==> src/hdl/ecsv_pkg.sv <==
// ----------------------------------------------------------------------------
// ecsv_pkg
// Shared types and constants of the event CSV line tokenizer.
// ----------------------------------------------------------------------------
package ecsv_pkg;

    // Fixed field widths of a result word
    localparam int SPAN_START_W = 10;
    localparam int SPAN_END_W   = 11;

    // Result queue depth: room for two words per byte plus drain slack
    localparam int FIFO_DEPTH = 4;

    // Character codes
    localparam logic [7:0] CH_NUL   = 8'h00;
    localparam logic [7:0] CH_TAB   = 8'h09;
    localparam logic [7:0] CH_LF    = 8'h0A;
    localparam logic [7:0] CH_CR    = 8'h0D;
    localparam logic [7:0] CH_SPACE = 8'h20;
    localparam logic [7:0] CH_COMMA = 8'h2C;
    localparam logic [7:0] CH_MINUS = 8'h2D;
    localparam logic [7:0] CH_DOT   = 8'h2E;
    localparam logic [7:0] CH_ZERO  = 8'h30;
    localparam logic [7:0] CH_NINE  = 8'h39;
    localparam logic [7:0] CH_SEMI  = 8'h3B;
    localparam logic [7:0] CH_A     = 8'h61;
    localparam logic [7:0] CH_E     = 8'h65;
    localparam logic [7:0] CH_F     = 8'h66;
    localparam logic [7:0] CH_L     = 8'h6C;
    localparam logic [7:0] CH_R     = 8'h72;
    localparam logic [7:0] CH_S     = 8'h73;
    localparam logic [7:0] CH_T     = 8'h74;
    localparam logic [7:0] CH_U     = 8'h75;
    localparam logic [7:0] CH_BAR   = 8'h7C;

    typedef enum logic [2:0] {
        KIND_NAME   = 3'd0,
        KIND_TS     = 3'd1,
        KIND_KEY    = 3'd2,
        KIND_VALUE  = 3'd3,
        KIND_STATUS = 3'd4
    } token_kind_t;

    typedef enum logic [2:0] {
        VK_NULL   = 3'd0,
        VK_BOOL   = 3'd1,
        VK_INT    = 3'd2,
        VK_REAL   = 3'd3,
        VK_STRING = 3'd4
    } value_kind_t;

    typedef enum logic [2:0] {
        ST_OK             = 3'd0,
        ST_UNEXPECTED_END = 3'd1,
        ST_TOO_MANY_PAIRS = 3'd2,
        ST_TOO_LONG       = 3'd3,
        ST_COUNT_MISMATCH = 3'd4
    } line_status_t;

    typedef struct packed {
        token_kind_t              token_kind;
        logic [SPAN_START_W-1:0]  span_start;
        logic [SPAN_END_W-1:0]    span_end;
        value_kind_t              value_kind;
        logic                     bool_value;
        line_status_t             line_status;
        logic                     last;
    } result_t;

    // Line tracker to value typer
    typedef struct packed {
        logic       clear;   // new line: drop all typing state
        logic       start;   // value opens with this byte
        logic       step;    // type this byte
        logic [7:0] c;
        logic       ws;
    } typer_ctl_t;

    // Value typer to line tracker
    typedef struct packed {
        value_kind_t kind;
        logic        bool_seen;
    } typer_stat_t;

endpackage

==> src/hdl/ecsv_in_if.sv <==
// ----------------------------------------------------------------------------
// ecsv_in_if
// Character channel: one byte of a log line per word.
// ----------------------------------------------------------------------------
interface ecsv_in_if;
    logic       valid;
    logic       ready;
    logic [7:0] ch;

    modport source (output valid, output ch, input ready);
    modport sink (input valid, input ch, output ready);
endinterface

==> src/hdl/ecsv_out_if.sv <==
// ----------------------------------------------------------------------------
// ecsv_out_if
// Token channel: one field span or line status per word.
// ----------------------------------------------------------------------------
interface ecsv_out_if;
    logic        valid;
    logic        ready;
    logic [2:0]  token_kind;
    logic [9:0]  span_start;
    logic [10:0] span_end;
    logic [2:0]  value_kind;
    logic        bool_value;
    logic [2:0]  line_status;
    logic        last;

    modport source (
        output valid, output token_kind, output span_start, output span_end,
        output value_kind, output bool_value, output line_status, output last,
        input ready
    );
    modport sink (
        input valid, input token_kind, input span_start, input span_end,
        input value_kind, input bool_value, input line_status, input last,
        output ready
    );
endinterface

==> src/hdl/ecsv_value_typer.sv <==
// ----------------------------------------------------------------------------
// ecsv_value_typer
// Classifies the value under way as null, boolean, integer, real or string.
// ----------------------------------------------------------------------------
module ecsv_value_typer (
    input  logic                 clk,
    input  logic                 rst_n,
    input  ecsv_pkg::typer_ctl_t ctl,
    output ecsv_pkg::typer_stat_t stat
);
    import ecsv_pkg::*;

    typedef enum logic [3:0] {
        VC_UNKNOWN,
        VC_INT,
        VC_ZERO,
        VC_REAL,
        VC_NEG,
        VC_STRING,
        VC_T,
        VC_TR,
        VC_TRU,
        VC_F,
        VC_FA,
        VC_FAL,
        VC_FALS,
        VC_TRAIL
    } vclass_t;

    vclass_t     vc_reg, vc_next, vc_base;
    value_kind_t vt_reg, vt_next, vt_base;
    logic        bool_reg, bool_next;
    logic        dig;

    always_comb
    begin
        dig = ctl.c inside {[CH_ZERO:CH_NINE]};
        vc_base = ctl.start ? VC_UNKNOWN : vc_reg;
        vt_base = ctl.start ? VK_NULL : vt_reg;
        vc_next = vc_base;
        vt_next = vt_base;
        bool_next = bool_reg;
        if (ctl.step)
        begin
            case (vc_base)
                VC_UNKNOWN, VC_NEG:
                begin
                    if (!ctl.ws)
                    begin
                        if (ctl.c == CH_ZERO)
                        begin
                            // a leading minus then zero reads as real
                            vc_next = VC_ZERO;
                            vt_next = (vc_base == VC_NEG) ? VK_REAL : VK_INT;
                        end
                        else if (dig)
                        begin
                            vc_next = VC_INT;
                            vt_next = VK_INT;
                        end
                        else if (vc_base == VC_UNKNOWN && ctl.c == CH_T)
                        begin
                            vc_next = VC_T;
                            vt_next = VK_STRING;
                        end
                        else if (vc_base == VC_UNKNOWN && ctl.c == CH_F)
                        begin
                            vc_next = VC_F;
                            vt_next = VK_STRING;
                        end
                        else if (vc_base == VC_UNKNOWN && ctl.c == CH_MINUS)
                        begin
                            vc_next = VC_NEG;
                            vt_next = VK_STRING;
                        end
                        else
                        begin
                            vc_next = VC_STRING;
                            vt_next = VK_STRING;
                        end
                    end
                end
                VC_INT, VC_ZERO:
                begin
                    if (ctl.ws)
                    begin
                        vc_next = VC_TRAIL;
                    end
                    else if (ctl.c == CH_DOT)
                    begin
                        vc_next = VC_REAL;
                        vt_next = VK_REAL;
                    end
                    else if (!dig)
                    begin
                        vc_next = VC_STRING;
                        vt_next = VK_STRING;
                    end
                end
                VC_REAL:
                begin
                    if (ctl.ws)
                    begin
                        vc_next = VC_TRAIL;
                    end
                    else if (!dig)
                    begin
                        vc_next = VC_STRING;
                        vt_next = VK_STRING;
                    end
                end
                VC_STRING:
                begin
                    if (ctl.ws)
                    begin
                        vc_next = VC_TRAIL;
                    end
                    else
                    begin
                        vt_next = VK_STRING;
                    end
                end
                // hold the spelling state on a byte that does not continue it
                VC_T:    if (ctl.c == CH_R) vc_next = VC_TR;
                VC_TR:   if (ctl.c == CH_U) vc_next = VC_TRU;
                VC_TRU:
                begin
                    if (ctl.c == CH_E)
                    begin
                        vc_next = VC_STRING;
                        vt_next = VK_BOOL;
                        bool_next = 1'b1;
                    end
                end
                VC_F:    if (ctl.c == CH_A) vc_next = VC_FA;
                VC_FA:   if (ctl.c == CH_L) vc_next = VC_FAL;
                VC_FAL:  if (ctl.c == CH_S) vc_next = VC_FALS;
                VC_FALS:
                begin
                    if (ctl.c == CH_E)
                    begin
                        vc_next = VC_STRING;
                        vt_next = VK_BOOL;
                        bool_next = 1'b0;
                    end
                end
                default:
                begin
                    if (!ctl.ws)
                    begin
                        vc_next = VC_STRING;
                        vt_next = VK_STRING;
                    end
                end
            endcase
        end
        if (ctl.clear)
        begin
            vc_next = VC_UNKNOWN;
            vt_next = VK_NULL;
            bool_next = 1'b0;
        end
    end

    always_ff @(posedge clk or negedge rst_n)
    begin
        if (!rst_n)
        begin
            vc_reg   <= VC_UNKNOWN;
            vt_reg   <= VK_NULL;
            bool_reg <= 1'b0;
        end
        else
        begin
            vc_reg   <= vc_next;
            vt_reg   <= vt_next;
            bool_reg <= bool_next;
        end
    end

    assign stat.kind      = vt_reg;
    assign stat.bool_seen = bool_reg;

endmodule

==> src/hdl/ecsv_line_fsm.sv <==
// ----------------------------------------------------------------------------
// ecsv_line_fsm
// Row state, column and pair counts; builds the result words of each byte.
// ----------------------------------------------------------------------------
module ecsv_line_fsm #(
    parameter int LINE_MAX  = 1024,
    parameter int PAIRS_MAX = 16
) (
    input  logic                  clk,
    input  logic                  rst_n,
    input  logic                  accept,
    input  logic [7:0]            ch,
    input  ecsv_pkg::typer_stat_t tstat,
    output ecsv_pkg::typer_ctl_t  tctl,
    output logic [1:0]            push_cnt,
    output ecsv_pkg::result_t     res0,
    output ecsv_pkg::result_t     res1
);
    import ecsv_pkg::*;

    localparam int COL_W = $clog2(LINE_MAX);
    localparam int CNT_W = $clog2(PAIRS_MAX + 1);
    localparam logic [COL_W-1:0] LAST_COL  = COL_W'(LINE_MAX - 1);
    localparam logic [CNT_W-1:0] PAIR_LIM  = CNT_W'(PAIRS_MAX);

    typedef enum logic [2:0] {
        RS_BEGIN,
        RS_NAME,
        RS_NDELIM,
        RS_TS,
        RS_KBEGIN,
        RS_KEY,
        RS_VBEGIN,
        RS_VAL
    } row_state_t;

    row_state_t       rs_reg, rs_next;
    logic [COL_W-1:0] col_reg, col_next;
    logic [COL_W-1:0] fs_reg, fs_next;
    logic [COL_W-1:0] lk_reg, lk_next;
    logic [CNT_W-1:0] kc_reg, kc_next;
    logic [CNT_W-1:0] vc_reg, vc_next;
    logic             disc_reg, disc_next;

    logic [7:0]       c;
    logic             ws, dl, nl, semi, end_byte;
    logic             fld_v, st_v, start, step;
    token_kind_t      fld_kind;
    logic [COL_W:0]   fld_end;
    line_status_t     st_code;
    result_t          fld_res, st_res;

    always_comb
    begin
        end_byte = (ch == CH_LF) || (ch == CH_NUL);
        // NUL closes a timestamp or value like a newline
        c = (ch == CH_NUL && (rs_reg == RS_TS || rs_reg == RS_VAL)) ? CH_LF : ch;
        ws   = (c == CH_SPACE) || (c == CH_TAB);
        dl   = (c == CH_COMMA) || (c == CH_BAR);
        nl   = (c == CH_LF) || (c == CH_CR);
        semi = (c == CH_SEMI);

        rs_next   = rs_reg;
        col_next  = col_reg;
        fs_next   = fs_reg;
        lk_next   = lk_reg;
        kc_next   = kc_reg;
        vc_next   = vc_reg;
        disc_next = disc_reg;
        fld_v     = 1'b0;
        fld_kind  = KIND_NAME;
        fld_end   = {1'b0, lk_reg} + (COL_W + 1)'(1);
        st_v      = 1'b0;
        st_code   = ST_OK;
        start     = 1'b0;
        step      = 1'b0;

        if (accept)
        begin
            if (disc_reg)
            begin
                if (end_byte)
                    disc_next = 1'b0;
            end
            else
            begin
                if (c == CH_NUL)
                begin
                    st_v = 1'b1;
                    st_code = ST_UNEXPECTED_END;
                end
                else
                begin
                    case (rs_reg)
                        RS_BEGIN:
                        begin
                            if (!ws)
                            begin
                                rs_next = RS_NAME;
                                fs_next = col_reg;
                                lk_next = col_reg;
                            end
                        end
                        RS_NAME:
                        begin
                            if (dl)
                            begin
                                rs_next = RS_NDELIM;
                                fld_v = 1'b1;
                                fld_kind = KIND_NAME;
                            end
                            else if (!ws)
                            begin
                                lk_next = col_reg;
                            end
                        end
                        RS_NDELIM:
                        begin
                            if (!ws)
                            begin
                                rs_next = RS_TS;
                                fs_next = col_reg;
                            end
                        end
                        RS_TS:
                        begin
                            if (nl || dl)
                            begin
                                fld_v = 1'b1;
                                fld_kind = KIND_TS;
                                // timestamp span runs up to the closing byte
                                fld_end = {1'b0, col_reg};
                                if (nl)
                                    st_v = 1'b1;
                                else
                                    rs_next = RS_KBEGIN;
                            end
                        end
                        RS_KBEGIN:
                        begin
                            if (!ws)
                            begin
                                rs_next = RS_KEY;
                                fs_next = col_reg;
                                lk_next = col_reg;
                            end
                        end
                        RS_KEY:
                        begin
                            if (semi || dl)
                            begin
                                rs_next = semi ? RS_KBEGIN : RS_VBEGIN;
                                fld_v = 1'b1;
                                fld_kind = KIND_KEY;
                                kc_next = kc_reg + CNT_W'(1);
                            end
                            else if (!ws)
                            begin
                                lk_next = col_reg;
                            end
                        end
                        RS_VBEGIN:
                        begin
                            if (!dl && !ws)
                            begin
                                rs_next = RS_VAL;
                                start = 1'b1;
                                fs_next = col_reg;
                                lk_next = col_reg;
                            end
                        end
                        RS_VAL:
                        begin
                            if (semi || nl)
                            begin
                                fld_v = 1'b1;
                                fld_kind = KIND_VALUE;
                                vc_next = vc_reg + CNT_W'(1);
                                if (nl)
                                begin
                                    st_v = 1'b1;
                                    st_code = (kc_reg == vc_next) ? ST_OK
                                                                  : ST_COUNT_MISMATCH;
                                end
                                else
                                begin
                                    rs_next = RS_VBEGIN;
                                end
                            end
                            else if (!ws)
                            begin
                                lk_next = col_reg;
                            end
                        end
                        default:
                        begin
                            rs_next = RS_BEGIN;
                        end
                    endcase
                end

                step = !st_v && (rs_next == RS_VAL);

                if (!st_v && (kc_next == PAIR_LIM || vc_next == PAIR_LIM))
                begin
                    st_v = 1'b1;
                    st_code = ST_TOO_MANY_PAIRS;
                end
                if (!st_v && col_reg == LAST_COL)
                begin
                    st_v = 1'b1;
                    st_code = ST_TOO_LONG;
                end

                if (st_v)
                begin
                    // start the next line; drop the rest of this one unless it ended here
                    rs_next   = RS_BEGIN;
                    col_next  = '0;
                    fs_next   = '0;
                    lk_next   = '0;
                    kc_next   = '0;
                    vc_next   = '0;
                    disc_next = !end_byte;
                end
                else
                begin
                    col_next = col_reg + COL_W'(1);
                end
            end
        end
    end

    always_comb
    begin
        fld_res = '0;
        fld_res.token_kind = fld_kind;
        fld_res.span_start = SPAN_START_W'(fs_reg);
        fld_res.span_end   = SPAN_END_W'(fld_end);
        fld_res.value_kind = VK_NULL;
        fld_res.line_status = ST_OK;
        if (fld_kind == KIND_VALUE)
        begin
            fld_res.value_kind = tstat.kind;
            fld_res.bool_value = (tstat.kind == VK_BOOL) ? tstat.bool_seen : 1'b0;
        end

        st_res = '0;
        st_res.token_kind  = KIND_STATUS;
        st_res.value_kind  = VK_NULL;
        st_res.line_status = st_code;
        st_res.last        = 1'b1;

        res0 = fld_v ? fld_res : st_res;
        res0.last = !(fld_v && st_v);
        res1 = st_res;
        push_cnt = {1'b0, fld_v} + {1'b0, st_v};

        tctl.clear = st_v;
        tctl.start = start;
        tctl.step  = step;
        tctl.c     = c;
        tctl.ws    = ws;
    end

    always_ff @(posedge clk or negedge rst_n)
    begin
        if (!rst_n)
        begin
            rs_reg   <= RS_BEGIN;
            col_reg  <= '0;
            fs_reg   <= '0;
            lk_reg   <= '0;
            kc_reg   <= '0;
            vc_reg   <= '0;
            disc_reg <= 1'b0;
        end
        else
        begin
            rs_reg   <= rs_next;
            col_reg  <= col_next;
            fs_reg   <= fs_next;
            lk_reg   <= lk_next;
            kc_reg   <= kc_next;
            vc_reg   <= vc_next;
            disc_reg <= disc_next;
        end
    end

endmodule

==> src/hdl/ecsv_result_fifo.sv <==
// ----------------------------------------------------------------------------
// ecsv_result_fifo
// Small result queue: takes up to two words a cycle, hands out one.
// ----------------------------------------------------------------------------
module ecsv_result_fifo (
    input  logic                           clk,
    input  logic                           rst_n,
    input  logic [1:0]                     push_cnt,
    input  ecsv_pkg::result_t              res0,
    input  ecsv_pkg::result_t              res1,
    input  logic                           pop,
    output ecsv_pkg::result_t              head,
    output logic [$clog2(ecsv_pkg::FIFO_DEPTH+1)-1:0] level
);
    import ecsv_pkg::*;

    localparam int PTR_W = $clog2(FIFO_DEPTH);
    localparam int LVL_W = $clog2(FIFO_DEPTH + 1);

    result_t          mem [FIFO_DEPTH];
    logic [PTR_W-1:0] wr_reg, wr_next, wr_inc;
    logic [PTR_W-1:0] rd_reg, rd_next;
    logic [LVL_W-1:0] lvl_reg, lvl_next;

    always_comb
    begin
        wr_inc   = wr_reg + PTR_W'(1);
        wr_next  = wr_reg + PTR_W'(push_cnt);
        rd_next  = pop ? rd_reg + PTR_W'(1) : rd_reg;
        lvl_next = lvl_reg + LVL_W'(push_cnt) - LVL_W'(pop);
    end

    always_ff @(posedge clk)
    begin
        if (push_cnt != 2'd0)
            mem[wr_reg] <= res0;
        if (push_cnt == 2'd2)
            mem[wr_inc] <= res1;
    end

    always_ff @(posedge clk or negedge rst_n)
    begin
        if (!rst_n)
        begin
            wr_reg  <= '0;
            rd_reg  <= '0;
            lvl_reg <= '0;
        end
        else
        begin
            wr_reg  <= wr_next;
            rd_reg  <= rd_next;
            lvl_reg <= lvl_next;
        end
    end

    assign head  = mem[rd_reg];
    assign level = lvl_reg;

endmodule

==> src/hdl/event_csv_line_tokenizer_top.sv <==
// ----------------------------------------------------------------------------
// event_csv_line_tokenizer_top
// Event log line tokenizer: field spans, value types and line status.
// ----------------------------------------------------------------------------
// The block takes one byte per cycle while the queue has room and updates
// its row and value-type state in the same cycle. A byte yields zero, one
// or two words (a field closing and a line status), which are registered
// into a four-word result queue; the queue hands out one word a cycle while
// the output is ready, so bytes are taken every cycle while at most two
// words are waiting. The two words of a byte leave in order, field first.
// No clearing pass follows reset.
module event_csv_line_tokenizer_top #(
    parameter int LINE_MAX  = 1024,
    parameter int PAIRS_MAX = 16
) (
    input logic       clk,
    input logic       rst_n,
    ecsv_in_if.sink   chars,
    ecsv_out_if.source tokens
);
    import ecsv_pkg::*;

    localparam int LVL_W = $clog2(FIFO_DEPTH + 1);

    logic             accept, pop;
    logic [1:0]       push_cnt;
    logic [LVL_W-1:0] level;
    result_t          res0, res1, head;
    typer_ctl_t       tctl;
    typer_stat_t      tstat;

    assign chars.ready = (level <= LVL_W'(FIFO_DEPTH - 2));
    assign accept      = chars.valid && chars.ready;

    ecsv_line_fsm #(
        .LINE_MAX  (LINE_MAX),
        .PAIRS_MAX (PAIRS_MAX)
    ) u_line (
        .clk      (clk),
        .rst_n    (rst_n),
        .accept   (accept),
        .ch       (chars.ch),
        .tstat    (tstat),
        .tctl     (tctl),
        .push_cnt (push_cnt),
        .res0     (res0),
        .res1     (res1)
    );

    ecsv_value_typer u_typer (
        .clk   (clk),
        .rst_n (rst_n),
        .ctl   (tctl),
        .stat  (tstat)
    );

    ecsv_result_fifo u_fifo (
        .clk      (clk),
        .rst_n    (rst_n),
        .push_cnt (push_cnt),
        .res0     (res0),
        .res1     (res1),
        .pop      (pop),
        .head     (head),
        .level    (level)
    );

    assign tokens.valid       = (level != '0);
    assign pop                = tokens.valid && tokens.ready;
    assign tokens.token_kind  = head.token_kind;
    assign tokens.span_start  = head.span_start;
    assign tokens.span_end    = head.span_end;
    assign tokens.value_kind  = head.value_kind;
    assign tokens.bool_value  = head.bool_value;
    assign tokens.line_status = head.line_status;
    assign tokens.last        = head.last;

`ifndef SYNTHESIS
    a_level_bound: assert property (@(posedge clk) disable iff (!rst_n)
        level <= LVL_W'(FIFO_DEPTH))
        else $error("result queue overflow");

    a_status_last: assert property (@(posedge clk) disable iff (!rst_n)
        tokens.valid && tokens.token_kind == KIND_STATUS |->
            tokens.last && tokens.span_start == '0 && tokens.span_end == '0)
        else $error("status word malformed");

    a_non_value_plain: assert property (@(posedge clk) disable iff (!rst_n)
        tokens.valid && tokens.token_kind != KIND_VALUE |->
            tokens.value_kind == VK_NULL && !tokens.bool_value)
        else $error("value type on a non-value word");

    a_two_word_pair: assert property (@(posedge clk) disable iff (!rst_n)
        tokens.valid && !tokens.last |-> tokens.token_kind != KIND_STATUS && level >= LVL_W'(2))
        else $error("field word without its status behind it");
`endif

endmodule
==> src/flat_wrapper.sv <==
// flat-port wrapper written by rule: the top's interface ports become plain ports
module event_csv_line_tokenizer_top_flat import ecsv_pkg::*;
#(
    parameter int LINE_MAX  = 1024,
    parameter int PAIRS_MAX = 16
)
  (clk, rst_n, chars_valid, chars_ch, chars_ready, tokens_valid, tokens_token_kind, tokens_span_start, tokens_span_end, tokens_value_kind, tokens_bool_value, tokens_line_status, tokens_last, tokens_ready);
  ecsv_in_if chars_i ();
  ecsv_out_if tokens_i ();
  input logic clk;
  input logic rst_n;
  input wire logic [$bits(chars_i.valid)-1:0] chars_valid;
  input wire logic [$bits(chars_i.ch)-1:0] chars_ch;
  output wire logic [$bits(chars_i.ready)-1:0] chars_ready;
  output wire logic [$bits(tokens_i.valid)-1:0] tokens_valid;
  output wire logic [$bits(tokens_i.token_kind)-1:0] tokens_token_kind;
  output wire logic [$bits(tokens_i.span_start)-1:0] tokens_span_start;
  output wire logic [$bits(tokens_i.span_end)-1:0] tokens_span_end;
  output wire logic [$bits(tokens_i.value_kind)-1:0] tokens_value_kind;
  output wire logic [$bits(tokens_i.bool_value)-1:0] tokens_bool_value;
  output wire logic [$bits(tokens_i.line_status)-1:0] tokens_line_status;
  output wire logic [$bits(tokens_i.last)-1:0] tokens_last;
  input wire logic [$bits(tokens_i.ready)-1:0] tokens_ready;
  assign chars_i.valid = chars_valid;
  assign chars_i.ch = chars_ch;
  assign chars_ready = chars_i.ready;
  assign tokens_valid = tokens_i.valid;
  assign tokens_token_kind = tokens_i.token_kind;
  assign tokens_span_start = tokens_i.span_start;
  assign tokens_span_end = tokens_i.span_end;
  assign tokens_value_kind = tokens_i.value_kind;
  assign tokens_bool_value = tokens_i.bool_value;
  assign tokens_line_status = tokens_i.line_status;
  assign tokens_last = tokens_i.last;
  assign tokens_i.ready = tokens_ready;
  event_csv_line_tokenizer_top #(.LINE_MAX(LINE_MAX), .PAIRS_MAX(PAIRS_MAX)) u_core (.clk(clk), .rst_n(rst_n), .chars(chars_i), .tokens(tokens_i));
endmodule
==> config.mk <==
export PLATFORM = sky130hd
export DESIGN_NAME = event_csv_line_tokenizer_top_flat
export DESIGN_NICKNAME = d
export VERILOG_FILES = /design/src/hdl/ecsv_pkg.sv /design/src/hdl/ecsv_in_if.sv /design/src/hdl/ecsv_out_if.sv /design/src/hdl/ecsv_value_typer.sv /design/src/hdl/ecsv_line_fsm.sv /design/src/hdl/ecsv_result_fifo.sv /design/src/hdl/event_csv_line_tokenizer_top.sv /design/src/flat_wrapper.sv
export SDC_FILE = /design/constraint.sdc
export NUM_CORES = 1
export LEC_CHECK = 0
export CORE_UTILIZATION = 40
export CTS_BUF_LIST = sky130_fd_sc_hd__clkbuf_8
export DETAILED_ROUTE_END_ITERATION = 7
export DONT_BUFFER_PORTS = 1
export PLACE_DENSITY = 0.66
export SLEW_MARGIN = 15
export SYNTH_ARGS = -nofsm -noshare
export SYNTH_HDL_FRONTEND = slang
export SYNTH_SLANG_ARGS = --single-unit
==> constraint.sdc <==
create_clock -name clk -period 3.44 [get_ports clk]
set_input_delay 0.172 -clock clk [delete_from_list [all_inputs] [get_ports clk]]
set_output_delay 0.172 -clock clk [all_outputs]
set_load 0.005 [all_outputs]
Word-level counts from Yosys, hierarchy flattened

Memories as Yosys holds them, arrays and structs flattened.
Cells that the tools add are included.

Input bits: 12
Flip-flop bits (word level): 59
Memory bits (writable): 128
Memories: 1
Output and inout port bits: 34
Word-level logic and storage cells: 273

Memory list:

| name              | depth | width | rd ports | clocked after memory_dff | wr ports | line                   | RTL |
|---|---|---|---|---|---|---|---|
| u_core.u_fifo.mem | 4     | 32    | 1        | 0                        | 2        | ecsv_result_fifo.sv:20 | `result_t mem [FIFO_DEPTH];` |

$add $sub $neg: 10
Reductions and logical operators: 47
Bitwise logic cells: 1
$lt $le $gt $ge: 3
Muxes and demuxes: 144
Equal/unequal tests: 54

Operator list:

| operator              | count |
|---|---|
| $mux 10               | 11 |
| $mux 3                | 35 |
| $mux 4                | 21 |
| $eq 8x7->1 const B    | 9 |
| $mux 5                | 12 |
| $mux 11               | 5 |
| $pmux 10 s5           | 1 |
| $eq 8x6->1 const B    | 6 |
| $mux 1                | 43 |
| $pmux 4 s10           | 1 |
| $eq 8x4->1 const B    | 4 |
| $mux 32               | 1 |
| $pmux 3 s8            | 1 |
| $eq 4x4->1 const B    | 5 |
| $pmux 10 s2           | 1 |
| $eq 4x3->1 const B    | 4 |
| $logic_not 8->1       | 2 |
| $eq 3x3->1 const B    | 5 |
| $pmux 3 s5            | 1 |
| $logic_and 1x1->1     | 12 |
| $mux 2                | 6 |
| $ne 3x2->1 const B    | 4 |
| $add 10x1->11 const B | 1 |
| $add 10x1->10 const B | 1 |
| 38 further kinds      | 67 |

Longest topological paths before layout

Gate-level depths: netlist of the first run.

Depth after elaboration: 29
Depth in mapped cells: 18
Gate-level depth less buffers: 15

Hierarchy

From an unflattened synthesis of the first run, not the netlist that was laid out.

Cell total of the unflattened synthesis: 912
Area, all modules: 11494.8 um^2

Modules (own cells, without submodules):

| module                       | seq. area each (um^2) | cells an instance | area an instance (um^2) | instances |
|---|---|---|---|---|
| ecsv_result_fifo             | 4018.9                | 348               | 6887.9                  | 1 |
| ecsv_line_fsm                | 1101.1                | 409               | 3500.9                  | 1 |
| ecsv_value_typer             | 200.2                 | 151               | 1074.8                  | 1 |
| event_csv_line_tokenizer_top | 0.0                   | 4                 | 31.3                    | 1 |

Worst setup path before layout of the first run

Ideal clock, no wire load.

Kind: input to register
Start: input chars_ch[4]
End: register u_core.u_fifo.lvl_reg[2] (netlist: u_core.u_fifo.level[2])
Cell stages on the path: 17
Buffers on the path: 4
Library setup time: 123 ps
Required time: 3317 ps
Arrival: 3570 ps
Slack: -253 ps
Cells stage by stage: buf_2 xor2_1 or3b_4 buf_6 a2111oi_2 a211oi_1 o2111a_1 nor2_2 buf_2 ha_1 clkbuf_1 inv_1 ha_1 inv_1 fa_1 xnor2_1 xnor2_1

Word-level cells in the longest chain between the ends: 27
Elaborated cells between the ends (all ways): 57
Classes of those cells: 3 x add/sub; 7 x eq/ne; 34 x mux; 13 x reduce/logical

RTL lines:

| item                                       | line                                       | RTL |
|---|---|---|
| start, declared                            | flat_wrapper.sv:13                         | `input wire logic [$bits(chars_i.ch)-1:0] chars_ch;` |
| $logic_not 8->1                            | ecsv_line_fsm.sv:57                        | `c = (ch == CH_NUL && (rs_reg == RS_TS \|\| rs_reg == RS_VAL)) ? CH_LF : ch;` |
| $logic_and 1x1->1                          | ecsv_line_fsm.sv:57                        |  |
| $mux 8 (*)                                 | ecsv_line_fsm.sv:57                        |  |
| $eq 8x6->1, or another cell as far along   | ecsv_line_fsm.sv:59                        | `dl = (c == CH_COMMA) \|\| (c == CH_BAR);` |
| $logic_or 1x1->1, on equally long branches | ecsv_line_fsm.sv:59, ecsv_line_fsm.sv:60   |  |
| $logic_or 1x1->1, on equally long branches | ecsv_line_fsm.sv:150, ecsv_line_fsm.sv:174 |  |
| $mux 5, on equally long branches           | ecsv_line_fsm.sv:150, ecsv_line_fsm.sv:174 |  |
| $mux 5                                     | ecsv_line_fsm.sv:94                        | `case (rs_reg)` |
| (+12 left out)                             | --                                         |  |
| $mux 1                                     | ecsv_line_fsm.sv:80                        | `if (disc_reg)` |
| $mux 1                                     | ecsv_line_fsm.sv:78                        | `if (accept)` |
| $mux 1                                     | ecsv_line_fsm.sv:80                        |  |
| $mux 1                                     | ecsv_line_fsm.sv:78                        |  |
| $add 1x1->2 (*)                            | ecsv_line_fsm.sv:257                       | `push_cnt = {1'b0, fld_v} + {1'b0, st_v};` |
| $add 3x2->3 (*)                            | ecsv_result_fifo.sv:30                     | `lvl_next = lvl_reg + LVL_W'(push_cnt) - LVL_W'(pop);` |
| $sub 3x1->3 (*)                            | ecsv_result_fifo.sv:30                     |  |
| named net u_core.u_fifo.lvl_next[2]        | ecsv_result_fifo.sv:23                     | `logic [LVL_W-1:0] lvl_reg, lvl_next;` |
| end signal, assigned                       | ecsv_result_fifo.sv:53                     | `lvl_reg <= lvl_next;` |
| end, declared                              | ecsv_result_fifo.sv:23                     |  |

The timed path passes the listed nets; every way through them passes the cells marked *. The select of a mux whose other input is x is not followed.
A chain may end at the register's enable or synchronous reset.

==> run_results.csv, run 1 <==
group,metric,value,unit
status,outcome,"finished clean",
synth,netlist_area,9170,um2
final_layout,diodes,0,
power,pwr-share-comb,0.224,
synth,synth_edf_count,12,
worst_setup_path,end_kind,"flip-flop",
power,switching_share,0.345,
power,intPower,3.48,mW
timing,tightest_slew,735,ps
synth,synth.distinct_cells,83,
cts,clockBufferDepth,2,
synth,synth_top_cells_by_count,"146 x nand2_1, 116 x dfxtp_1, 92 x o21ai_0, 72 x a22o_1, 59 x dfrtp_1",
synth,yosysSeqAreaShare,0.454,
placement,place.gp.congestion,0.896,
final_layout,final_util,0.452,
power,max-vdd-ir-drop,0.000211,V
floorplanning,ios,46,
floorplanning,initial_core_util,0.406,
synth,yosys-top-cells-area,"dfxtp_1 25%, dfrtp_1 16%, mux4_2 7.9%",
timing,setup_ws,214,ps
worst_setup_path,path_max_fanout,10,
global_routing,grt_pass1_vias,7318,
placement,dpl.hpwl,16400,um
worst_setup_path,start_kind,"flip-flop",
placement,numPortBuffers,0,
synth,synth_flop_cell,"dfxtp_1",
flow_run,maxCapViolations,0,
global_routing,grt_max_degree,60,
cts,cts_sinks,187,
global_routing,antenna_found_initial,0,
worst_setup_path,cp.required,3670,ps
routing,wire_per_inst,18.9,um
routing,antenna_left,0,
final_layout,largest_reg_flops,128,
synth,netlist.area_leader.share,0.253,
timing,rsz0062_at_grt,"false",
floorplanning,die_h,153,um
cts,cts_htree_levels,4,
synth,synth_cells,940,
worst_hold_path,worstHoldPathType,"in2reg",
final_layout,nNetsFinal,977,
routing,drc,0,
floorplanning,coreArea,22600,um2
power,power.share.clock,0.290,
final_layout,nFillCells,2124,
synth,synth_top_area_cell,"dfxtp_1",
timing,final.setup.tns,0,ps
floorplanning,num_rows,55,
synth,synth-seq-cells,187,
cts,cts-buffers-inserted,17,
power,p_switching,1.83,mW
global_routing,grt_pass1_wl,39200,um
timing,hold_viol_final,0,
routing,drtPass1Iterations,5,
final_layout,regMostFlops,"u_core.u_fifo.mem",
timing,setup_viol,0,
power,power_density,521,nW/um2
timing,worst_hold_slack,119,ps
final_layout,final_cell_area,10200,um2
synth,synth-async-reset-ratio,0.316,
final_layout,area.growth.synth_to_final,11.2,%
synth,syn_area_per_cell,9.75,um2
global_routing,grt_use_total,0.210,
synth,syn-num-nets,963,
cts,clk_latency,490,ps
power,power_frac_seq,0.486,
synth,ys_warn_count,0,
routing,vias,7456,
floorplanning,die_area,23500,um2
timing,slew_headroom,0.509,
timing,fin_crit,3230,ps
timing,fmax,310,MHz
timing,final-max-slew-violation-count,0,
cts,clk_pin_slew,100,ps
cts,root_buffer,"clkbuf_8",
timing,fin_skew,18.3,ps
placement,place_area,9670,um2
final_layout,layout-drive-gt1-share,0.150,
power,p_leak,3.91,nW
placement,place_ws,182,ps
cts,cts_tree,"done",
worst_setup_path,criticalPathCategory,"reg2reg",
synth,yosysMostFrequentCell,"nand2_1",
global_routing,grt_overflow,0,
floorplanning,die_w,153,um
routing,viasPerCell,5.96,
worst_setup_path,arrival,3460,ps
routing,drt_wl_total,23700,um
timing,finalCritPeriodShare,0.938,
routing,drt_iter0_markers,750,
worst_setup_path,r2r_slack,210,ps
-- power by group through the flow --
stage / Sequential, mW / Combinational [mW] / Clock, mW
after floorplan: 2.50 / 0.909 / 0
after global placement: 2.62 / 1.14 / 0
after detailed placement: 2.63 / 1.16 / 0
after CTS: 2.58 / 1.19 / 1.58
after global routing: 2.61 / 1.30 / 1.68
final: 2.58 / 1.19 / 1.54
-- worst max-delay path: stages (launching register included) --
cell      delay, ps
dfrtp_1         530
and2_1          340
nor2_1          140
a311oi_1        390
o2111a_1        320
nor2_4           50
ha_1            210
buf_4           170
nor2_1          190
a21oi_1          90
nand2b_1        180
inv_1           130
nand2_1         170
nor2_1           50
-- final timing paths --
kind,start,end,cells past startpoint
hold reg to reg,u_core.u_fifo.mem[2][31],u_core.u_fifo.mem[2][31],2
max in group asynchronous,rst_n,u_core.u_line.col_reg[2],2
setup / recovery,u_core.u_line.rs_reg[1],u_core.u_fifo.mem[1][2],13
setup reg to reg,u_core.u_line.rs_reg[1],u_core.u_fifo.mem[1][2],13
min in group asynchronous,rst_n,u_core.u_line.kc_reg[2],2
hold / removal,chars_ch[5],u_core.u_typer.vc_reg[0],3
-- stage by stage --
stage	cells	power (mW)
after detailed placement	1215	3.79
after floorplan	940	3.41
after global placement	1215	3.76
after global routing	1252	5.59
after CTS	1252	5.35
final	1252	5.31
-- per-layer routing --
metal | up-vias | GRT usage | part of all wire
met1 | 3647 | 0.284 | 0.47
met2 | 241 | 0.337 | 0.47
met5 | - | 0 | 0
li1 | 3527 | - | -
met3 | 41 | 0.0323 | 0.047
met4 | 0 | 0.0805 | 0.019
-- repair_timing --
item,4_1_cts,5_1_grt
setup buffers,0,0
endpoints found under the hold margin,61,0
hold buffers,5,0
setup endpoints to repair,0,89
gates resized for setup,0,5
-- cell type report --
type                            count  area, um2  area share
Timing Repair Buffer               51        450      0.0442
Clock inverter                     15        201      0.0198
Sequential cell                   187       4160       0.408
Multi-Input combinational cell    673       4700       0.461
Clock buffer                       17        234      0.0229
Inverter                           24       90.1     0.00884
Tap cell                          285        357      0.0350
-- logic make-up after synthesis --
group	Yosys count	synth area share
buffers and inverters	80	0.0379
xor gates and xnor gates	31	0.0296
muxes	36	0.0831
DFF	187	0.454
and+or+nand+nor	318	0.170
AOI/OAI and AO/OA	277	0.210
adders and majority gates	11	0.0158
-- cells in the final DEF (no fill, tap or decap), types with 6 or more instances in the layout --
| cell type | netlist | final |
|---|---|---|
| mux4_2 | 32 | 32 |
| buf_4 | 0 | 43 |
| xor2_1 | 15 | 15 |
| and3_1 | 9 | 9 |
| a21oi_1 | 30 | 29 |
| a31oi_1 | 8 | 7 |
| inv_1 | 21 | 21 |
| o31ai_1 | 7 | 7 |
| clkbuf_8 | 0 | 17 |
| nor2_1 | 47 | 46 |
| o21ai_0 | 92 | 92 |
| xnor2_1 | 16 | 15 |
| a21o_1 | 7 | 7 |
| clkinv_8 | 0 | 6 |
| ha_1 | 10 | 10 |
| nand2_1 | 146 | 145 |
| and2_1 | 7 | 7 |
| nor3_1 | 10 | 9 |
| a22o_1 | 72 | 72 |
| edfxtp_1 | 12 | 12 |
| or3_1 | 7 | 7 |
| nand4_1 | 9 | 9 |
| nor4_1 | 7 | 7 |
| dfxtp_1 | 116 | 116 |
| nand3_1 | 29 | 29 |
| dfrtp_1 | 59 | 58 |
| nor2_2 | 6 | 6 |
| nand2b_1 | 10 | 10 |
Power figures use the tool's default switching activity.
==> inputs of run 2 (changes only) <==
Settings changed: CORE_UTILIZATION 40 to 60, PLACE_DENSITY 0.66 to 0.89.
==> run 2 against run 1 <==
Net effect:
- the flow now finishes with violations (DRC)
- wire length grew 1.6%
- via count grew 4.5%
- critical path depth rose by 1
- critical path type unchanged
- largest power group unchanged
==> run_results.csv, run 2 (synthesis gave the netlist of run 1 again) <==
group,metric,value,unit
worst_setup_path,start_kind,"flip-flop",
placement,numPortBuffers,0,
cts,clockBufferDepth,2,
worst_setup_path,end_kind,"flip-flop",
cts,cts_sinks,187,
global_routing,grt_pass1_wl,38900,um
timing,rsz0062_at_grt,"true",
worst_setup_path,criticalPathCategory,"reg2reg",
global_routing,grt_overflow,0,
worst_setup_path,crit_family,"adder cells",
cts,cts_htree_levels,4,
worst_hold_path,worstHoldPathType,"in2reg",
timing,setup_viol,0,
status,violations,"DRC",
timing,fin_skew,17.7,ps
timing,worst_hold_slack,45.0,ps
final_layout,layout-drive-gt1-share,0.142,
cts,root_buffer,"clkbuf_8",
timing,tightest_slew,997,ps
final_layout,diodes,0,
power,power_density,526,nW/um2
placement,place_ws,74.4,ps
routing,wire_per_inst,21.0,um
status,outcome,"finished with violations",
final_layout,final_util,0.679,
worst_setup_path,crit_chain,"ha_1 > nor2b_1 > nand3_1 > a2111oi_1 > a211oi_1 > o2111a_1 > nor2_4 > ha_2 > inv_1 > ha_1 > inv_1 > fa_1 > xnor2_1 > xnor2_1",
timing,final.setup.tns,0,ps
power,p_leak,3.86,nW
cts,clk_pin_slew,100,ps
final_layout,final_cell_area,9980,um2
floorplanning,die_area,15800,um2
routing,antenna_left,0,
timing,setup_ws,45.1,ps
timing,finalCritPeriodShare,0.987,
final_layout,area.growth.synth_to_final,8.86,%
final_layout,largest_reg_flops,128,
routing,drtPass1Iterations,8,
cts,cts-buffers-inserted,17,
flow_run,maxCapViolations,0,
worst_setup_path,cpPeakStageDelay,430,ps
global_routing,grt_max_degree,60,
floorplanning,num_rows,44,
placement,place_area,9480,um2
final_layout,regMostFlops,"u_core.u_fifo.mem",
timing,hold_viol_final,0,
worst_setup_path,path_max_fanout,5,
cts,cts_tree,"done",
timing,fin_crit,3390,ps
power,max-vdd-ir-drop,0.000294,V
final_layout,mostFrequentLayoutCells,"145 x nand2_1, 116 x dfxtp_1, 92 x o21ai_0, 72 x a22o_1, 58 x dfrtp_1",
timing,final-max-slew-violation-count,0,
final_layout,nNetsFinal,970,
global_routing,antenna_found_initial,0,
worst_setup_path,cp.required,3830,ps
floorplanning,die_h,126,um
routing,vias,7794,
worst_setup_path,cpMaxStageDelayCell,"fa_1",
timing,fmax,295,MHz
cts,clk_latency,480,ps
final_layout,nFillCells,1047,
floorplanning,initial_core_util,0.624,
worst_setup_path,arrival,3790,ps
timing,slew_headroom,0.335,
routing,drt_iter0_markers,866,
final_layout,final_common_cell,"nand2_1",
worst_setup_path,path_buf_inv,2,
floorplanning,ios,46,
placement,dpl.hpwl,15800,um
global_routing,grt_use_total,0.312,
floorplanning,die_w,126,um
routing,viasPerCell,6.81,
routing,drt_wl_total,24100,um
global_routing,grt_pass1_vias,7634,
floorplanning,coreArea,14700,um2
placement,place.gp.congestion,0.955,
routing,drc,8,
[run 2: final timing paths]
check	from	end	slack, ps	cells after the start
setup / recovery	u_core.u_line.kc_reg[0]	u_core.u_fifo.level[2]	50	14
hold / removal	chars_ch[6]	u_core.u_line.disc_reg	50	3
setup reg to reg	u_core.u_line.kc_reg[0]	u_core.u_fifo.level[2]	50	14
hold reg to reg	u_core.u_fifo.mem[1][31]	u_core.u_fifo.mem[1][31]	460	2
max in group asynchronous	rst_n	u_core.u_fifo.rd_reg[1]	2890	2
min in group asynchronous	rst_n	u_core.u_line.fs_reg[5]	280	2
[run 2: layout make-up]
cell class,instances,area (um2),share of cell area
multi-input combinational,673,4710,0.472
sequential,187,4160,0.417
timing repair buffer,44,383,0.0384
clock buffer,18,248,0.0248
tap,184,230,0.0231
clock inverter,14,163,0.0163
inverter,24,90.1,0.00903
[run 2: timing repair]
action,CTS,global route
hold buffers,4,0
hold endpoints to repair,61,0
gates resized for setup,0,6
endpoints found under the setup margin,0,42
setup buffers,0,1
[run 2: tightest hold or removal path: cells and delay by family]
family                 cells  cell delay (ps)
AOI/OAI and AO/OA          1              120
buffers and inverters      1              160
and+or+nand+nor            1               20
[run 2: layer usage]
metal  wire length, um  global-route usage
met5                 0                   0
met1              9570               0.401
met2             11600               0.517
met4               743               0.137
met3              2180              0.0586
[run 2: power by group]
group	internal, mW	leakage, nW	switching (mW)
registers	2.34	1.82	0.295
logic	0.486	1.82	0.604
clock network	0.687	0.221	0.842
total	3.51	3.86	1.74
[run 2: through the flow]
| stage | instances | power [mW] |
|---|---|---|
| 2_1_floorplan | 940 | 3.41 |
| 3_3_place_gp | 1107 | 3.69 |
| 3_5_place_dp | 1107 | 3.72 |
| 4_1_cts | 1143 | 5.24 |
| 5_1_grt | 1144 | 5.48 |
| 6_report | 1144 | 5.25 |
==> inputs of run 3 (changes only) <==
Settings changed: REMOVE_ABC_BUFFERS set to 1.
==> run 3 against run 2 <==
Net effect:
- the run still ends with DRC left
- via count shrank 1.6%
- sequential cell count unchanged
- clock skew fell by 1.2 ps
==> run_results.csv, run 3 (synthesis gave the netlist of run 1 again) <==
group,metric,value,unit
status,outcome,"finished with violations",
status,violations,"DRC",
timing,setup_viol,0,
worst_hold_path,worstHoldPathType,"in2reg",
final_layout,area.growth.synth_to_final,9.85,%
global_routing,grt_max_degree,60,
floorplanning,num_rows,44,
timing,rsz0062_at_grt,"false",
worst_setup_path,path_buf_inv,2,
flow_run,maxCapViolations,0,
floorplanning,die_h,126,um
final_layout,seq_area,4160,um2
routing,drt_wl_total,23000,um
power,p_leak,3.90,nW
timing,slew_headroom,0.586,
global_routing,grt_overflow,0,
cts,cts-buffers-inserted,17,
global_routing,grt_pass1_wl,38000,um
timing,final-max-slew-violation-count,0,
final_layout,final_cell_area,10100,um2
routing,drc,3,
routing,vias,7670,
floorplanning,die_area,15800,um2
final_layout,mostFrequentLayoutCells,"145 x nand2_1, 116 x dfxtp_1, 90 x o21ai_0, 72 x a22o_1, 58 x dfrtp_1",
placement,dpl.hpwl,15500,um
worst_setup_path,crit_chain,"ha_1 > nor2b_1 > nand3_2 > a2111oi_2 > a211oi_1 > o2111a_1 > nor2_2 > ha_1 > inv_1 > ha_1 > inv_1 > fa_1 > xnor2_1 > xnor2_1",
timing,fin_crit,3280,ps
final_layout,layout-drive-gt1-share,0.151,
cts,cts_tree,"done",
final_layout,largest_reg_flops,128,
final_layout,instances_no_fill,1149,
power,max-vdd-ir-drop,0.000262,V
cts,clockBufferDepth,2,
placement,place_area,9500,um2
final_layout,nNetsFinal,975,
cts,cts_sinks,187,
routing,viasPerCell,6.68,
final_layout,final_util,0.685,
worst_setup_path,cp.required,3840,ps
routing,drtPass1Iterations,7,
cts,root_buffer,"clkbuf_8",
worst_setup_path,cpMaxStageDelayCell,"fa_1",
final_layout,diodes,0,
worst_setup_path,path_max_fanout,3,
timing,tightest_slew,618,ps
floorplanning,die_w,126,um
timing,fin_skew,16.6,ps
global_routing,grt_pass1_vias,7515,
timing,hold_viol_final,0,
routing,drt_iter0_markers,681,
floorplanning,coreArea,14700,um2
power,finalPower,5.34,mW
routing,antenna_left,0,
final_layout,regMostFlops,"u_core.u_fifo.mem",
global_routing,grt_use_total,0.302,
worst_setup_path,cpMostUsedCell,"ha_1",
cts,clk_latency,480,ps
cts,cts_htree_levels,4,
final_layout,multi_input_area,4730,um2
worst_setup_path,start_kind,"flip-flop",
timing,final.setup.tns,0,ps
placement,dp_cells,1111,
floorplanning,initial_core_util,0.624,
final_layout,nFillCells,1056,
placement,place.gp.congestion,0.964,
routing,wire_per_inst,20.0,um
worst_setup_path,crit_family,"adder cells",
global_routing,antenna_found_initial,0,
worst_setup_path,criticalPathCategory,"reg2reg",
worst_setup_path,end_kind,"flip-flop",
placement,numPortBuffers,0,
floorplanning,ios,46,
power,power_density,530,nW/um2
worst_setup_path,cpPeakStageDelay,430,ps
worst_setup_path,arrival,3680,ps
timing,finalCritPeriodShare,0.953,
timing,fmax,305,MHz
final_layout,final_common_cell,"nand2_1",
cts,clk_pin_slew,110,ps
-- run 3: cell types whose count changed in the layout (fill, tap and decap cells not counted), moves of 2 or more --
cell | before | now
buf_4 | 38 | 43
inv_1 | 24 | 21
inv_12 | 0 | 2
o21ai_0 | 92 | 90
o21ai_1 | 2 | 4
-- run 3: worst register-to-register path: cells and delay by family (launching register included) --
family | cells | cell delay [ps]
AOI/OAI and AO/OA | 3 | 600
xor gates and xnor gates | 2 | 320
adders and majority gates | 4 | 1230
buffers and inverters | 2 | 140
DFF | 1 | 410
and+or+nand+nor | 3 | 480
-- run 3: power by group --
group          switching [mW]  total [mW]  internal [mW]
Clock                   0.903        1.61          0.705
Combinational           0.664        1.15          0.490
Sequential              0.237        2.58           2.34
-- run 3: routing by layer --
layer,global-route usage,wire length (um)
met5,0,0
met4,0.121,667
met3,0.0641,1800
met2,0.488,11000
met1,0.399,9540
-- run 3: path summary, 6_finish.rpt --
check | startpoint | end | slack, ps | cells after the start
min in group asynchronous | rst_n | u_core.u_typer.vc_reg[0] | 200 | 2
worst min-delay path | chars_ch[2] | u_core.u_line.disc_reg | 40 | 3
worst max-delay path | u_core.u_line.kc_reg[1] | u_core.u_fifo.level[2] | 160 | 14
worst max register to register | u_core.u_line.kc_reg[1] | u_core.u_fifo.level[2] | 160 | 14
max in group asynchronous | rst_n | u_core.u_fifo.rd_reg[1] | 2940 | 2
worst min register to register | u_core.u_fifo.mem[3][14] | u_core.u_fifo.mem[3][14] | 460 | 2
-- run 3: cell type report --
class | count | share of cell area
multi-input combinational | 673 | 0.469
sequential | 187 | 0.413
timing repair buffer | 49 | 0.0417
clock buffer | 17 | 0.0232
tap | 184 | 0.0229
clock inverter | 15 | 0.0210
inverter | 24 | 0.00894
-- run 3: per-stage QoR --
step | hold slack (ps) | setup WS, ps
final | 35.4 | 161
after global routing | 26.3 | 37.0
after CTS | 5.91 | 24.9
after detailed placement | -121 | 118
after global placement | -122 | 233
after floorplan | -124 | -753
-- run 3: timing repair --
item | CTS | global route
setup buffers | 0 | 2
pin swaps | 0 | 1
endpoints found under the setup margin | 1 | 116
resized for setup | 1 | 12
hold endpoints to repair | 61 | 0
hold buffers | 4 | 0
